==> config.mk <==
export PLATFORM = sky130hd
export DESIGN_NAME = stx_etx_frame_checker_core
export DESIGN_NICKNAME = d
export VERILOG_FILES = /design/src/rtl/core/sefc_pkg.sv /design/src/rtl/core/stx_etx_frame_checker_core.sv
export VERILOG_INCLUDE_DIRS = /design/src /design/src/rtl/core
export SDC_FILE = /design/constraint.sdc
export NUM_CORES = 1
export LEC_CHECK = 0
export BUFFER_PORTS_ARGS = -buffer_cell sky130_fd_sc_hd__buf_2
export CAP_MARGIN = 15
export CELL_PAD_IN_SITES_DETAIL_PLACEMENT = 1
export CELL_PAD_IN_SITES_GLOBAL_PLACEMENT = 2
export CORE_UTILIZATION = 34
export CTS_CLUSTER_DIAMETER = 50
export DETAILED_ROUTE_END_ITERATION = 10
export GPL_TIMING_DRIVEN = 0
export PLACE_DENSITY_LB_ADDON = 0.1
export SLEW_MARGIN = 40
export SYNTH_ARGS = -nofsm -noshare
export SYNTH_HDL_FRONTEND = slang
export SYNTH_SLANG_ARGS = --single-unit
==> constraint.sdc <==
create_clock -name clk -period 2.9 [get_ports clk]
set_input_delay 0.29 -clock clk [delete_from_list [all_inputs] [get_ports clk]]
set_output_delay 0.29 -clock clk [all_outputs]
set_load 0.02 [all_outputs]
==> src/rtl/core/stx_etx_frame_checker_core_macros.svh <==
// ----------------------------------------------------------------------------
// Assertion macros for the STX/ETX frame checker
// Concurrent assertion wrappers. They are empty when SYNTHESIS is defined.
// ----------------------------------------------------------------------------
`ifndef STX_ETX_FRAME_CHECKER_CORE_MACROS_SVH
`define STX_ETX_FRAME_CHECKER_CORE_MACROS_SVH

`ifndef SYNTHESIS

// Same-cycle implication, checked on every rising edge out of reset.
`define SEFC_ASSERT_IMP(lbl, clk_s, rstn_s, ante, cons, msg) \
  lbl: assert property (@(posedge clk_s) disable iff (!rstn_s) (ante) |-> (cons)) \
    else $error(msg);

// Next-cycle implication, checked on every rising edge out of reset.
`define SEFC_ASSERT_NXT(lbl, clk_s, rstn_s, ante, cons, msg) \
  lbl: assert property (@(posedge clk_s) disable iff (!rstn_s) (ante) |=> (cons)) \
    else $error(msg);

`else

`define SEFC_ASSERT_IMP(lbl, clk_s, rstn_s, ante, cons, msg)
`define SEFC_ASSERT_NXT(lbl, clk_s, rstn_s, ante, cons, msg)

`endif

`endif

==> src/rtl/core/sefc_pkg.sv <==
// ----------------------------------------------------------------------------
// sefc_pkg
// Character codes, result status codes and helpers for the frame checker.
// ----------------------------------------------------------------------------
`default_nettype none

package sefc_pkg;

  localparam logic [7:0] CH_STX   = 8'h02;
  localparam logic [7:0] CH_ETX   = 8'h03;
  localparam logic [7:0] CH_LF    = 8'h0A;
  localparam logic [7:0] CH_CR    = 8'h0D;
  localparam logic [7:0] CH_COMMA = 8'h2C;
  localparam logic [7:0] CH_PRINT_LO = 8'h20;
  localparam logic [7:0] CH_PRINT_HI = 8'h7E;

  // Bytes of checksum and line end that follow the ETX.
  localparam int unsigned TRAILER_LEN = 3;

  localparam int unsigned CNT_W  = 9;
  localparam int unsigned LEN_W  = 10;
  localparam int unsigned DATA_W = 40;

  typedef enum logic [1:0] {
    ST_DROP  = 2'd0,
    ST_BYTE  = 2'd1,
    ST_DONE  = 2'd2,
    ST_ERROR = 2'd3
  } status_t;

  // Bit 4 flags a valid hex digit, bits 3:0 hold its value.
  function automatic logic [4:0] hex_digit(input logic [7:0] c);
    logic [4:0] r;
    r = 5'd0;
    if (c >= 8'h30 && c <= 8'h39) begin
      r = {1'b1, 4'(c - 8'h30)};
    end else if (c >= 8'h41 && c <= 8'h46) begin
      r = {1'b1, 4'(c - 8'h37)};
    end else if (c >= 8'h61 && c <= 8'h66) begin
      r = {1'b1, 4'(c - 8'h57)};
    end
    return r;
  endfunction

endpackage

`default_nettype wire

==> src/rtl/core/stx_etx_frame_checker_core.sv <==
// ----------------------------------------------------------------------------
// stx_etx_frame_checker_core
// Checks STX, printable body, ETX, two hex XOR checksum digits, CR or LF.
// ----------------------------------------------------------------------------
// Each received byte gives exactly one result beat, registered in the cycle
// after it is taken. The per-byte check is a few compares and an XOR feeding
// the result register directly, so a byte can be taken in every cycle and the
// sustained rate is one byte per clock while out_tready stays high. in_tready is
// low only while a result beat sits in the result register and out_tready is
// low. Bytes outside a frame, STX apart, give a dropped status with all other
// fields zero; any fault ends the frame with an error status and a new STX hunt.
`default_nettype none

`include "stx_etx_frame_checker_core_macros.svh"

module stx_etx_frame_checker_core #(
  parameter int unsigned MAX_FRAME  = 256,
  parameter int unsigned MAX_FIELDS = 16
) (
  input  wire logic        clk,
  input  wire logic        rst_n,

  input  wire logic        in_tvalid,
  output logic             in_tready,
  input  wire logic [7:0]  in_tdata,   // [7:0] rx_byte

  output logic             out_tvalid,
  input  wire logic        out_tready,
  // [7:0] byte_position, [8] delimiter_seen, [12:9] delimiter_index,
  // [17:13] field_count, [26:18] frame_length, [34:27] computed_xor, [39:35] zero
  output logic [sefc_pkg::DATA_W-1:0] out_tdata,
  output logic [1:0]       out_tuser   // [1:0] frame_status
);

  localparam int unsigned DW = $clog2(MAX_FIELDS + 1);
  localparam logic [sefc_pkg::LEN_W-1:0] MAX_LEN = sefc_pkg::LEN_W'(MAX_FRAME);
  localparam logic [DW-1:0] MAX_DELIM = DW'(MAX_FIELDS);

  // Frame state.
  logic                       in_frame_r, in_frame_nxt;
  logic [sefc_pkg::CNT_W-1:0] byte_cnt_r, byte_cnt_nxt;
  logic [sefc_pkg::CNT_W-1:0] etx_place_r, etx_place_nxt;
  logic [7:0]                 xor_r, xor_nxt;
  logic [7:0]                 hex_r, hex_nxt;
  logic                       hex_bad_r, hex_bad_nxt;
  logic [DW-1:0]              delim_r, delim_nxt;

  // Result register.
  logic                       out_valid_r;
  sefc_pkg::status_t          status_r, status_nxt;
  logic [7:0]                 pos_r, pos_nxt;
  logic                       seen_r, seen_nxt;
  logic [3:0]                 didx_r, didx_nxt;
  logic [4:0]                 fcnt_r, fcnt_nxt;
  logic [8:0]                 flen_r, flen_nxt;
  logic [7:0]                 cxor_r, cxor_nxt;

  logic                       in_fire;
  logic [7:0]                 ch;
  logic [sefc_pkg::LEN_W-1:0] len, etx_ext, etx_end;
  logic                       ok, done;
  logic [4:0]                 hd;
  logic [5:0]                 delim_old6, delim_new6;

  assign in_fire   = in_tvalid && in_tready;
  assign in_tready = !out_valid_r || out_tready;
  assign ch        = in_tdata;
  assign len       = {1'b0, byte_cnt_r} + sefc_pkg::LEN_W'(1);
  assign etx_ext   = {1'b0, etx_place_r};
  assign etx_end   = etx_ext + sefc_pkg::LEN_W'(sefc_pkg::TRAILER_LEN);
  assign hd        = sefc_pkg::hex_digit(ch);

  always_comb begin
    in_frame_nxt  = in_frame_r;
    byte_cnt_nxt  = byte_cnt_r;
    etx_place_nxt = etx_place_r;
    xor_nxt       = xor_r;
    hex_nxt       = hex_r;
    hex_bad_nxt   = hex_bad_r;
    delim_nxt     = delim_r;
    ok            = 1'b1;
    done          = 1'b0;
    delim_old6    = 6'(delim_r);
    delim_new6    = 6'(delim_r);
    status_nxt    = sefc_pkg::ST_DROP;
    pos_nxt       = 8'd0;
    seen_nxt      = 1'b0;
    didx_nxt      = 4'd0;
    fcnt_nxt      = 5'd0;
    flen_nxt      = 9'd0;
    cxor_nxt      = 8'd0;

    if (!in_frame_r) begin
      if (ch == sefc_pkg::CH_STX) begin
        in_frame_nxt  = 1'b1;
        byte_cnt_nxt  = sefc_pkg::CNT_W'(1);
        etx_place_nxt = sefc_pkg::CNT_W'(MAX_FRAME);
        xor_nxt       = 8'd0;
        hex_nxt       = 8'd0;
        hex_bad_nxt   = 1'b0;
        delim_nxt     = '0;
        status_nxt    = sefc_pkg::ST_BYTE;
      end
    end else if (len > MAX_LEN) begin
      // Overflow: the byte is not counted and the position saturates.
      in_frame_nxt = 1'b0;
      status_nxt   = sefc_pkg::ST_ERROR;
      pos_nxt      = 8'hFF;
      fcnt_nxt     = delim_old6[4:0];
      cxor_nxt     = xor_r;
    end else begin
      if (ch == sefc_pkg::CH_ETX) begin
        ok            = len < etx_ext;
        etx_place_nxt = len[sefc_pkg::CNT_W-1:0];
      end else if (ch == sefc_pkg::CH_CR || ch == sefc_pkg::CH_LF) begin
        ok   = (etx_end == len) && !hex_bad_r && (hex_r == xor_r);
        done = 1'b1;
      end else if (len >= etx_end) begin
        ok = 1'b0;
      end else begin
        ok = (ch >= sefc_pkg::CH_PRINT_LO) && (ch <= sefc_pkg::CH_PRINT_HI);
        // The two bytes right after ETX are the checksum digits.
        if (etx_ext < MAX_LEN && len > etx_ext &&
            len <= etx_ext + sefc_pkg::LEN_W'(2)) begin
          if (!hd[4]) begin
            hex_bad_nxt = 1'b1;
          end else begin
            hex_nxt = {hex_r[3:0], hd[3:0]};
          end
        end
      end

      if (ch != sefc_pkg::CH_ETX && len < etx_ext) begin
        xor_nxt = xor_r ^ ch;
      end

      if ((ch == sefc_pkg::CH_COMMA || ch == sefc_pkg::CH_ETX) && delim_r < MAX_DELIM) begin
        seen_nxt   = 1'b1;
        didx_nxt   = delim_old6[3:0];
        delim_nxt  = delim_r + DW'(1);
        delim_new6 = 6'(delim_nxt);
      end

      byte_cnt_nxt = len[sefc_pkg::CNT_W-1:0];

      priority if (!ok) begin
        status_nxt   = sefc_pkg::ST_ERROR;
        in_frame_nxt = 1'b0;
      end else if (done) begin
        status_nxt   = sefc_pkg::ST_DONE;
        flen_nxt     = len[8:0];
        in_frame_nxt = 1'b0;
      end else begin
        status_nxt = sefc_pkg::ST_BYTE;
      end

      pos_nxt  = byte_cnt_r[7:0];
      fcnt_nxt = delim_new6[4:0];
      cxor_nxt = xor_nxt;
    end
  end

  always_ff @(posedge clk) begin
    if (!rst_n) begin
      in_frame_r  <= 1'b0;
      byte_cnt_r  <= '0;
      etx_place_r <= sefc_pkg::CNT_W'(MAX_FRAME);
      xor_r       <= 8'd0;
      hex_r       <= 8'd0;
      hex_bad_r   <= 1'b0;
      delim_r     <= '0;
      out_valid_r <= 1'b0;
    end else begin
      if (in_fire) begin
        in_frame_r  <= in_frame_nxt;
        byte_cnt_r  <= byte_cnt_nxt;
        etx_place_r <= etx_place_nxt;
        xor_r       <= xor_nxt;
        hex_r       <= hex_nxt;
        hex_bad_r   <= hex_bad_nxt;
        delim_r     <= delim_nxt;
        out_valid_r <= 1'b1;
      end else if (out_tready) begin
        out_valid_r <= 1'b0;
      end
    end
  end

  always_ff @(posedge clk) begin
    if (in_fire) begin
      status_r <= status_nxt;
      pos_r    <= pos_nxt;
      seen_r   <= seen_nxt;
      didx_r   <= didx_nxt;
      fcnt_r   <= fcnt_nxt;
      flen_r   <= flen_nxt;
      cxor_r   <= cxor_nxt;
    end
  end

  assign out_tvalid = out_valid_r;
  assign out_tuser  = status_r;
  assign out_tdata  = {5'd0, cxor_r, flen_r, fcnt_r, didx_r, seen_r, pos_r};

  `SEFC_ASSERT_NXT(a_result_follows, clk, rst_n, in_fire, out_valid_r, "accepted byte gave no result")
  `SEFC_ASSERT_IMP(a_done_has_length, clk, rst_n, out_valid_r && status_r == sefc_pkg::ST_DONE, flen_r != 9'd0, "valid frame with zero length")
  `SEFC_ASSERT_IMP(a_length_only_done, clk, rst_n, out_valid_r && status_r != sefc_pkg::ST_DONE, flen_r == 9'd0, "frame length outside valid completion")
  `SEFC_ASSERT_IMP(a_no_delim_hunting, clk, rst_n, out_valid_r && status_r == sefc_pkg::ST_DROP, !seen_r && fcnt_r == 5'd0, "delimiter reported while hunting")

endmodule

`default_nettype wire

; Yosys cells after proc, flatten, opt, wreduce, memory -nomap -nowiden
; Cells that the tools add are included.
; W data, S select, Z words.
[op_classes]
bitwise_logic = 5
addsub = 7
n_lt_le_gt_ge = 15
muxes = 58
n_eq_ne = 17
reduce_logical = 27
[op_table]
columns = cell, count
row1 = $mux W8, 12
row2 = $mux W9, 7
row3 = $mux W5, 9
row4 = $mux W1, 26
row5 = $le A8 B7 Y1 const B, 3
row6 = $add A9 B2 Y10 const B, 2
row7 = $eq A8 B2 Y1 const B, 2
row8 = $eq A8 B4 Y1 const B, 2
row9 = $ge A8 B6 Y1 const B, 2
row10 = $ge A8 B7 Y1 const B, 2
row11 = $reduce_and A8 Y1, 2
row12 = $logic_and A1 B1 Y1, 11
row13 = $add A9 B1 Y10 const B, 1
row14 = $eq A10 B10 Y1, 1
row15 = $ge A10 B10 Y1, 1
row16 = $gt A10 B9 Y1, 1
row17 = $gt A10 B9 Y1 const B, 1
row18 = $le A10 B10 Y1, 1
row19 = $lt A10 B9 Y1, 1
row20 = $ne A2 B2 Y1 const B, 5
row21 = $lt A9 B9 Y1 const B, 1
row22 = $eq A8 B6 Y1 const B, 1
row23 = $eq A8 B8 Y1, 1
row24 = $le A8 B6 Y1 const B, 1
row25 = 18 further kinds, 33
[word_totals]
output_inout_bits = 44
wordCells = 144
regBits = 79

; Logic depth before layout (Yosys ltp)
; Gate-level depths: netlist (run 1).
[logic_depth]
depth_word = 12
ltp_mapped = 13

; Worst setup path after synthesis (run 1)
; OpenSTA, ideal clock, no wires.
[synth_path]
path_kind = register to register
from = reg byte_cnt_r[0] (netlist bit)
to = reg cxor_r[0], data pin
t_required_ns = 2.754
arrival_ns = 2.872
path_stages_with_launch = 13
setup_ns = 0.146
slack_ns = -0.118
cell_sequence = dfxtp_1 > buf_6 > nand3_1 > nor2_1 > and3_1 > xnor2_1 > ha_1 > a21oi_1 > o21ai_0 > a211oi_2 > o211ai_1 > or3_1 > a21oi_1
[synth_between]
elab_chain_len = 5
elab_cells_between_ends = 6
cone_classes = 1 x add/sub / 2 x order compare / 2 x mux / 1 x reduce/logical
[synth_lines]
columns = item, line_no
row1 = from (decl), stx_etx_frame_checker_core.sv:41  ; logic [sefc_pkg::CNT_W-1:0] byte_cnt_r, byte_cnt_nxt;
row2 = from (signal assigned), stx_etx_frame_checker_core.sv:176  ; byte_cnt_r <= byte_cnt_nxt;
row3 = $add A9 B1 Y10 *, stx_etx_frame_checker_core.sv:68  ; assign len = {1'b0, byte_cnt_r} + sefc_pkg::LEN_W'(1);
row4 = $lt A10 B9 Y1, stx_etx_frame_checker_core.sv:133  ; if (ch != sefc_pkg::CH_ETX && len < etx_ext) begin
row5 = $logic_and A1 B1 Y1, stx_etx_frame_checker_core.sv:133
row6 = $mux W8, stx_etx_frame_checker_core.sv:133
row7 = $mux W8 *, stx_etx_frame_checker_core.sv:104  ; end else if (len > MAX_LEN) begin
row8 = to (signal assigned), stx_etx_frame_checker_core.sv:197  ; cxor_r <= cxor_nxt;
row9 = to (decl), stx_etx_frame_checker_core.sv:56  ; logic [7:0] cxor_r, cxor_nxt;
; Every way passes the cells marked *; elsewhere a longest branch is shown, timed or not.
; A chain may end at the register's enable or synchronous reset.

; Worst setup path in the final report (run 1)
[layout_path]
from = reg byte_cnt_r[0] (netlist bit)
to = reg status_r[0] (netlist: out_tuser[0]), data pin
[layout_between]
elab_chain_len = 11
elab_cells_between_ends = 15
cone_classes = 1 x add/sub / 3 x order compare / 1 x eq/ne / 8 x mux / 2 x reduce/logical
[layout_lines]
columns = item, line_no
row1 = $add A9 B1 Y10 *, stx_etx_frame_checker_core.sv:68
row2 = "via len, one bit", stx_etx_frame_checker_core.sv:60  ; logic [sefc_pkg::LEN_W-1:0] len, etx_ext, etx_end;
row3 = "parallel branches: the longest is 8 deep, another holds $ge A10 B10 Y1", -
row4 = $mux W2 *, stx_etx_frame_checker_core.sv:104
row5 = $mux W2 *, stx_etx_frame_checker_core.sv:93  ; if (!in_frame_r) begin
row6 = via status_nxt[0], stx_etx_frame_checker_core.sv:50  ; sefc_pkg::status_t status_r, status_nxt;
row7 = to (signal assigned), stx_etx_frame_checker_core.sv:191  ; status_r <= status_nxt;
row8 = to (decl), stx_etx_frame_checker_core.sv:50
; Mark *: on every way through the listed nets, which the timed path passes. The select of a mux whose other input is x is not followed.

==> impl_metrics.env, run 1 <==
export IMPL_status="complete, but fails checks"
export IMPL_failed_checks="negative setup slack"
export IMPL_fmax_ghz=0.334
export IMPL_grtUsageTotal=0.218
export IMPL_required_ps=2980
export IMPL_critPathCaptureType="register"
export IMPL_syn_avg_cell_area_um2=9.41
export IMPL_finalSetupViolations=12
export IMPL_die_area_um2=15100
export IMPL_drive_gt1_frac=0.330
export IMPL_area_growth_pct=31.7
export IMPL_h_tree_depth=3
export IMPL_drt_initial_drc_count=253
export IMPL_clk_path_buf_depth=2
export IMPL_p_per_area_nw_per_um2=411
export IMPL_r2r_cells=10
export IMPL_crit_start="byte_cnt_r[0]"
export IMPL_hold_viol_final=0
export IMPL_dp_hpwl_mm=11.2
export IMPL_postSynthCellCount=529
export IMPL_ys_ff_latch=79
export IMPL_cts_hold_buf=0
export IMPL_cp_max_fo=5
export IMPL_grt_pass1_vias=4418
export IMPL_placementRows=43
export IMPL_met1Wirelength_mm=7.51
export IMPL_slew_headroom=0.503
export IMPL_fin_area_um2=6560
export IMPL_hp_start="in_tvalid"
export IMPL_dr_pass1_iters=4
export IMPL_path_cells="ha_4 -> buf_4 -> buf_4 -> xor2_1 -> ha_1 -> nand4_1 -> or4_4 -> o21ai_4 -> o2111ai_4 -> nor2b_1"
export IMPL_ys_flop_type="dfxtp_1"
export IMPL_clk_pin_slew_ps=60
export IMPL_highest_layer="met4"
export IMPL_hold_end="out_tvalid"
export IMPL_synthesis_area_um2=4980
export IMPL_slew_violations=0
export IMPL_route_met2_wl_mm=7.55
export IMPL_rsz0062_at_grt="true"
export IMPL_leakagePower_nw=2.58
export IMPL_dr_wl_met3_um=480
export IMPL_critPathSlowestCell="or4_4"
export IMPL_worst_pin_slew_ps=745
export IMPL_core_um2=14100
export IMPL_synth_seq_area_share=0.392
export IMPL_gp_congestion=0.806
export IMPL_grt_pass1_wl_mm=24.5
export IMPL_period_share=1.03
export IMPL_rr_endpoint="out_tuser[0]"
export IMPL_min_period_ps=2990
export IMPL_crit_path_frequent_cell="buf_4"
export IMPL_synth_distinct_cells=71
export IMPL_wl_per_cell_um=19.6
export IMPL_peakVddDrop_mv=0.276
export IMPL_ant_nets=0
export IMPL_fin_util=0.465
export IMPL_clkLatencyLatePin_ps=350
export IMPL_root_buffer="clkbuf_16"
export IMPL_diodes=0
export IMPL_finClkSkew_ps=5.74
export IMPL_grt_start_max_net_pins=42
export IMPL_drc=0
export IMPL_die_height_um=123
export IMPL_r2r_start="byte_cnt_r[0]"
export IMPL_critPathKind="register to register"
export IMPL_cts_buffers=9
export IMPL_critPathLaunchType="register"
export IMPL_cts_num_sinks=79
export IMPL_num_nets_final=670
export IMPL_max_stage_delay_ps=560
export IMPL_setup_slack_ps=-91.1
export IMPL_fin_cells=804
export IMPL_cp_arrival_ps=3070
export IMPL_placed_area_um2=5530
export IMPL_maxCapViolCount=0
export IMPL_synth_warnings=0
export IMPL_drt_total_wl_mm=15.8
export IMPL_antenna_found_initial=0
export IMPL_via_per_inst=5.42
export IMPL_num_vias=4359
export IMPL_fin_setup_tns_ps=-770
export IMPL_r2r_slack_ps=-90
export IMPL_synth_async_reset_ratio=0
export IMPL_dpl_cell_count=763
export IMPL_io_buffers=50
export IMPL_worstHoldPathType="input port to register"
export IMPL_die_x_um=123
export IMPL_io_pins=56
export IMPL_grt_overflow=0
export IMPL_holdPathStages=3
export IMPL_cts_tree="done"
export IMPL_synth_edf_count=37
export IMPL_start_util=0.353
==> how the worst max path moves through the flow <==
stage | endpoint | depth (start not counted)
floorplan | out_tuser[1] | 12
global placement | hex_r[0] | 9
detailed placement | cxor_r[0] | 12
CTS | out_tuser[1] | 11
global route | flen_r[8] | 13
finish | out_tuser[0] | 10
==> logic make-up (layout without fill, tap and decap cells) <==
| group | count (synthesis) | after routing | share of synthesized area |
|---|---|---|---|
| XOR/XNOR | 33 | 33 | 0.0581 |
| AO/OA/AOI/OAI | 131 | 131 | 0.185 |
| AND/OR/NAND/NOR | 174 | 174 | 0.176 |
| adder cells (fa/ha/maj) | 38 | 38 | 0.0955 |
| multiplexers | 20 | 20 | 0.0407 |
| flip-flops | 79 | 79 | 0.392 |
| other | 1 | 5 | 0.000753 |
| buffers and inverters | 53 | 144 | 0.0518 |
==> cells in the mapped netlist (3+ instances only) <==
cell type / count / area, µm²
a21o_1: 8 / 60.1
a21oi_1: 26 / 130
a22o_1: 7 / 61.3
a22oi_1: 6 / 45.0
a2bb2oi_1: 4 / 35.0
a31oi_1: 8 / 50.1
a32o_1: 6 / 60.1
a41oi_1: 3 / 26.3
and3_1: 10 / 62.6
buf_2: 7 / 35.0
buf_4: 7 / 52.6
buf_6: 3 / 33.8
clkbuf_1: 8 / 30.0
dfxtp_1: 42 / 841
edfxtp_1: 37 / 1110
ha_1: 38 / 475
inv_1: 26 / 97.6
mux2i_1: 18 / 180
nand2_1: 40 / 150
nand2b_1: 9 / 56.3
nand3_1: 17 / 85.1
nand4_1: 9 / 56.3
nor2_1: 50 / 188
nor2b_1: 4 / 25.0
nor3_1: 12 / 60.1
nor4_1: 4 / 25.0
o21ai_0: 31 / 155
o21ai_2: 3 / 26.3
or3_1: 3 / 18.8
xnor2_1: 27 / 236
xor2_1: 6 / 52.6
==> state kept, by name, summed over array words and instances (netlist names) <==
signal       flops
hex_r            8
fcnt_r           5
flen_r           9
didx_r           4
out_tuser        2
in_frame_r       1
seen_r           1
byte_cnt_r       9
delim_r          5
pos_r            8
xor_r            8
out_tvalid       1
cxor_r           8
etx_place_r      9
hex_bad_r        1
==> metrics by stage <==
stage                     hold slack (ps)  setup WS [ps]  power [mW]
after detailed placement              449           -729        1.55
after floorplan                       416           4.59        1.44
final                                 193          -91.1        2.69
after global routing                  211           -239        2.79
after global placement                446           -819        1.54
after CTS                             184          -38.4        2.71
==> power by group <==
part           switching [mW]  internal [mW]  leakage, nW  total, mW
combinational           0.204          0.102         1.72      0.306
clock                   0.471          0.682        0.139       1.15
sequential             0.0329           1.20        0.719       1.24
==> per-layer routing <==
layer | vias to the layer above | global-route usage
met5 | - | 0
met4 | 0 | 0.0761
met3 | 17 | 0.0272
met2 | 63 | 0.353
met1 | 2159 | 0.300
li1 | 2120 | -
==> layout by cell type (no fill, tap or decap), drive strengths merged, types with 13 or more instances in the layout <==
| master | instances |
|---|---|
| edfxtp | 37 |
| xnor2 | 27 |
| nor2 | 50 |
| mux2i | 18 |
| nand2 | 40 |
| buf | 93 |
| nor3 | 13 |
| clkbuf | 20 |
| ha | 38 |
| a21oi | 28 |
| nand3 | 17 |
| o21ai | 35 |
| dfxtp | 42 |
| inv | 27 |
==> area by class of cell <==
type	instances	area (µm²)
fillers	1576	7540
multi-input cells	401	3280
flip-flops and latches	79	1980
repair buffers	77	490
clock buffers	11	243
well taps	180	225
plain buffers	25	181
inverters	27	111
clock inverters	4	46.3
==> worst max-delay path, delay by kind of cell (launching register included) <==
| kind | cells | cell delay, ps |
|---|---|---|
| DFF | 1 | 360 |
| adders and majority gates | 2 | 410 |
| AOI/OAI and AO/OA | 2 | 370 |
| buffers and inverters | 2 | 260 |
| xor gates and xnor gates | 1 | 440 |
| and+or+nand+nor | 3 | 890 |
==> what timing repair did <==
item	in CTS	in global routing
resized for setup	65	55
pin swaps	18	19
hold endpoints to repair	0	0
endpoints found under the setup margin	37	39
cloned	0	1
buffers inserted	16	10
Note: power is estimated with default switching activity, not from simulation.
==> inputs of run 2 (changes only) <==
CORE_ASPECT_RATIO = 0.7   (was unset)
CORE_MARGIN = 2   (was unset)
==> run 2 against run 1 <==
Compared with the run above:
- the flow still finishes with violations (negative setup slack)
- worst setup slack worse by 61 ps
- sequential cell count stayed put
- power is 3.2% lower
- wire length is 6.2% higher
- combinational power is 4% higher
- first-iteration DRC count is 26% lower
- sequential share of layout area is 0.44 points lower
- largest cell class unchanged
- die area is 3.4% higher
- non-clock buffer count is 9 higher
- core utilization is 0.68 points higher
==> impl_metrics.env, run 2 (same netlist as run 1, synthesis figures left out) <==
export IMPL_grt_pass1_vias=4443
export IMPL_cp_arrival_ps=3160
export IMPL_fmax_ghz=0.328
export IMPL_dp_hpwl_mm=11.7
export IMPL_fin_cells=825
export IMPL_diodes=0
export IMPL_highest_layer="met4"
export IMPL_io_pins=56
export IMPL_leakagePower_nw=2.62
export IMPL_num_vias=4470
export IMPL_drt_initial_drc_count=186
export IMPL_mostFrequentLayoutCells="buf_2 (55), nor2_1 (44), buf_4 (38), edfxtp_1 (37)"
export IMPL_layout_commonest_cell="buf_2"
export IMPL_status="complete, but fails checks"
export IMPL_grt_overflow=0
export IMPL_slew_headroom=0.489
export IMPL_cp_max_fo=4
export IMPL_pwr_share_seq=0.474
export IMPL_die_x_um=149
export IMPL_maxCapViolCount=0
export IMPL_gp_congestion=0.824
export IMPL_grt_pass1_wl_mm=25.5
export IMPL_worstHoldPathType="input port to register"
export IMPL_cts_buffers=9
export IMPL_h_tree_depth=3
export IMPL_peakVddDrop_mv=0.280
export IMPL_critPathKind="register to register"
export IMPL_area_growth_pct=33.7
export IMPL_grtUsageTotal=0.213
export IMPL_rsz0062_at_grt="true"
export IMPL_clkLatencyLatePin_ps=350
export IMPL_critPathLaunchType="register"
export IMPL_ant_nets=0
export IMPL_pwr_share_comb=0.121
export IMPL_p_sw_uw=724
export IMPL_worst_pin_slew_ps=759
export IMPL_switching_share=0.278
export IMPL_place_ws_ps=-675
export IMPL_p_int_mw=1.89
export IMPL_die_area_um2=15600
export IMPL_seq_area_um2=1980
export IMPL_core_um2=14100
export IMPL_clk_path_buf_depth=2
export IMPL_finClkSkew_ps=7.76
export IMPL_setup_slack_ps=-152
export IMPL_io_buffers=50
export IMPL_cts_tree="done"
export IMPL_multi_input_area_um2=3330
export IMPL_fin_util=0.472
export IMPL_dr_pass1_iters=4
export IMPL_critPathCaptureType="register"
export IMPL_num_nets_final=680
export IMPL_placed_area_um2=5540
export IMPL_drt_total_wl_mm=16.8
export IMPL_slew_violations=0
export IMPL_reg_largest_list="byte_cnt_r: 9 flops, etx_place_r: 9 flops, flen_r: 9 flops"
export IMPL_root_buffer="clkbuf_16"
export IMPL_placementRows=36
export IMPL_fill_cells=1593
export IMPL_grt_start_max_net_pins=42
export IMPL_finalSetupViolations=31
export IMPL_met1Wirelength_mm=8.43
export IMPL_wl_per_cell_um=20.3
export IMPL_dr_wl_met3_um=649
export IMPL_start_util=0.353
export IMPL_fin_area_um2=6650
export IMPL_p_per_area_nw_per_um2=392
export IMPL_die_height_um=105
export IMPL_via_per_inst=5.42
export IMPL_drc=0
export IMPL_antenna_found_initial=0
export IMPL_hold_viol_final=0
export IMPL_failed_checks="negative setup slack"
export IMPL_clk_pin_slew_ps=70
export IMPL_clock_power_share=0.405
export IMPL_drive_gt1_frac=0.342
export IMPL_period_share=1.05
export IMPL_route_met2_wl_mm=7.54
export IMPL_dpl_cell_count=773
export IMPL_required_ps=3010
export IMPL_cts_num_sinks=79
export IMPL_min_period_ps=3050
==> run 2: cell count changes in the layout (fill, tap and decap cells not counted), sizes merged <==
cell	previous run	this run
buf	93	103
clkbuf	20	18
clkinv	2	4
bufinv	1	0
inv	27	28
o2111ai	3	4
==> run 2: worst paths after layout <==
| kind | to | slack, ps | start | depth (start not counted) |
|---|---|---|---|---|
| worst max-delay path | out_tuser[1] | -150 | byte_cnt_r[0] | 11 |
| worst min-delay path | out_tvalid | 190 | in_tvalid | 3 |
| worst max register to register | out_tuser[1] | -150 | byte_cnt_r[0] | 11 |
| worst min register to register | hex_bad_r | 470 | hex_bad_r | 2 |
==> run 2: final cells by class <==
| cell class | count | area share |
|---|---|---|
| multi-input cells | 402 | 0.500 |
| flip-flops and latches | 79 | 0.297 |
| repair buffers | 86 | 0.0831 |
| well taps | 190 | 0.0357 |
| clock buffers | 10 | 0.0344 |
| plain buffers | 25 | 0.0275 |
| inverters | 27 | 0.0164 |
| clock inverters | 6 | 0.00564 |
==> run 2: metal layers <==
layer  vias to the layer above  GRT usage
met5                         -          0
met4                         0     0.0503
met3                        11     0.0429
met2                       100      0.318
met1                      2222      0.316
li1                       2137          -
==> run 2: through the flow <==
step           hold WS [ps]  TNS (ps)  power, mW
4_1_cts                 183     -1170       2.62
6_report                193     -2190       2.61
3_5_place_dp            463    -18190       1.55
2_1_floorplan           416         0       1.44
5_1_grt                 218     -6530       2.71
3_3_place_gp            435    -21840       1.54
==> run 2: worst max-delay path, cell delays in order (launching register included) <==
cell	delay (ps)
dfxtp_4	370
buf_8	110
nand3_4	120
nor2_4	180
and3_4	260
xnor2_2	100
ha_1	320
nand4_1	210
or4_4	550
o21ai_4	210
o21ai_2	90
o31a_1	290
==> run 2: power by group through the flow <==
stage               Clock [mW]  Sequential [mW]  Combinational, mW
floorplan                    0             1.29              0.146
global placement             0             1.26              0.281
detailed placement           0             1.26              0.284
CTS                       1.09             1.23              0.297
global route              1.13             1.24              0.340
finish                    1.06             1.24              0.317
==> run 2: repair_timing <==
item | CTS | global route
resized for setup | 64 | 50
buffers inserted | 25 | 11
hold buffers | 0 | 0
cloned | 1 | 0
pin swaps | 21 | 33
endpoints found under the hold margin | 0 | 0
endpoints found under the setup margin | 37 | 40
==> inputs of run 3 (changes only) <==
PLACE_DENSITY = 0.86   (was unset)
PLACE_DENSITY_LB_ADDON = unset   (was 0.1)
==> run 3 against run 2 <==
Compared with the run above:
- the run still ends with negative setup slack left
- first-iteration DRC count increased by 62%
- global-route usage increased by 0.52 points
- power grew 7.6%
- final cell count is 2.1% higher
- wire length is 4.3% higher
- combinational power hardly changed
- clock skew shrank 2.6 ps
- critical path type unchanged
- maximum frequency down 2.3%
==> impl_metrics.env, run 3 (same netlist as run 1, synthesis figures left out) <==
export IMPL_hold_ws_ps=185
export IMPL_drc=0
export IMPL_gp_congestion=0.852
export IMPL_io_buffers=50
export IMPL_grt_pass1_wl_mm=26.4
export IMPL_drt_initial_drc_count=302
export IMPL_mostFrequentLayoutCells="buf_2 (54), buf_4 (49), nor2_1 (45), edfxtp_1 (37), nand2_1 (36)"
export IMPL_die_height_um=105
export IMPL_clk_path_buf_depth=2
export IMPL_drive_gt1_frac=0.359
export IMPL_setup_slack_ps=-223
export IMPL_reg_largest_list="byte_cnt_r: 9 flops, etx_place_r: 9 flops, flen_r: 9 flops"
export IMPL_p_per_area_nw_per_um2=408
export IMPL_grt_start_max_net_pins=42
export IMPL_placementRows=36
export IMPL_num_nets_final=697
export IMPL_fin_area_um2=6880
export IMPL_critPathCaptureType="register"
export IMPL_fin_util=0.488
export IMPL_hold_viol_final=0
export IMPL_required_ps=3000
export IMPL_via_per_inst=5.61
export IMPL_rsz0062_at_grt="true"
export IMPL_cts_hold_buf=0
export IMPL_root_buffer="clkbuf_16"
export IMPL_clkLatencyLatePin_ps=350
export IMPL_cts_num_sinks=79
export IMPL_drt_total_wl_mm=17.5
export IMPL_layout_commonest_cell="buf_2"
export IMPL_diodes=0
export IMPL_fmax_ghz=0.320
export IMPL_worst_pin_slew_ps=726
export IMPL_failed_checks="negative setup slack"
export IMPL_r2r_start="etx_place_r[1]"
export IMPL_critPathLaunchType="register"
export IMPL_worstHoldPathType="input port to register"
export IMPL_min_period_ps=3120
export IMPL_placed_area_um2=5540
export IMPL_clk_pin_slew_ps=70
export IMPL_core_um2=14100
export IMPL_area_growth_pct=38.3
export IMPL_fill_cells=1585
export IMPL_ant_nets=0
export IMPL_peakVddDrop_mv=0.295
export IMPL_slew_headroom=0.511
export IMPL_switching_share=0.265
export IMPL_antenna_found_initial=0
export IMPL_crit_start="etx_place_r[1]"
export IMPL_maxCapViolCount=0
export IMPL_cts_buffers=9
export IMPL_grt_pass1_vias=4747
export IMPL_leakagePower_nw=2.76
export IMPL_io_pins=56
export IMPL_pwr_share_seq=0.439
export IMPL_p_sw_uw=743
export IMPL_finClkSkew_ps=5.19
export IMPL_p_int_mw=2.06
export IMPL_num_vias=4722
export IMPL_h_tree_depth=3
export IMPL_pwr_share_comb=0.112
export IMPL_start_util=0.353
export IMPL_place_ws_ps=-649
export IMPL_dr_pass1_iters=4
export IMPL_period_share=1.08
export IMPL_dp_hpwl_mm=11.5
export IMPL_clock_power_share=0.449
export IMPL_grtUsageTotal=0.219
export IMPL_critPathKind="register to register"
export IMPL_cp_arrival_ps=3220
export IMPL_hp_start="in_tvalid"
export IMPL_grt_overflow=0
export IMPL_die_area_um2=15600
export IMPL_die_x_um=149
export IMPL_status="complete, but fails checks"
export IMPL_cp_max_fo=5
export IMPL_finalSetupViolations=35
export IMPL_slew_violations=0
export IMPL_cts_tree="done"
export IMPL_wl_per_cell_um=20.8
export IMPL_total_power_mw=2.81
run 3: path summary, 6_finish.rpt:
kind           endpoint  slack (ps)  depth (start not counted)
max           flen_r[4]        -220                         15
min          out_tvalid         190                          3
max reg2reg   flen_r[4]        -220                         15
min reg2reg    hex_r[4]         520                          2
run 3: stage by stage:
| step | TNS, ps | cells |
|---|---|---|
| 3_3_place_gp | -19690 | 773 |
| 2_1_floorplan | 0 | 533 |
| 4_1_cts | -1370 | 828 |
| 6_report | -3990 | 842 |
| 5_1_grt | -8510 | 842 |
| 3_5_place_dp | -17510 | 773 |
run 3: area by class of cell:
cell class	count	area [µm²]	share of cell area
Inverter	27	109	0.0158
Clock buffer	10	229	0.0333
Timing Repair Buffer	103	714	0.104
Buffer	25	183	0.0265
Tap cell	190	238	0.0345
Multi-Input combinational cell	402	3340	0.485
Sequential cell	79	1980	0.288
Clock inverter	6	93.8	0.0136
run 3: what timing repair did:
action | CTS | global route
cloned | 2 | 0
setup endpoints to repair | 37 | 40
pin swaps | 37 | 34
buffers inserted | 38 | 15
gates resized for setup | 73 | 51
run 3: per-layer routing:
metal	routed length, µm	global-route usage	up-vias
met4	267	0.0687	0
met2	7830	0.332	137
met5	0	0	-
li1	-	-	2179
met1	8380	0.312	2382
met3	1010	0.0446	24
run 3: power by group through the flow:
stage,Combinational (mW),Clock (mW),Sequential (mW)
after floorplan,0.146,0,1.29
after global placement,0.275,0,1.26
after detailed placement,0.281,0,1.26
after CTS,0.296,1.28,1.23
after global routing,0.337,1.32,1.24
final,0.314,1.26,1.23
run 3: critical path: stages (launching register included):
cell	delay (ps)
dfxtp_4	360
inv_4	50
ha_4	160
nor3_4	150
buf_4	150
nand3_1	120
xnor2_1	180
ha_1	300
nand4_1	160
buf_4	200
a221oi_2	250
nor3_2	90
buf_4	170
buf_4	150
o2111ai_4	270
nor2_1	80
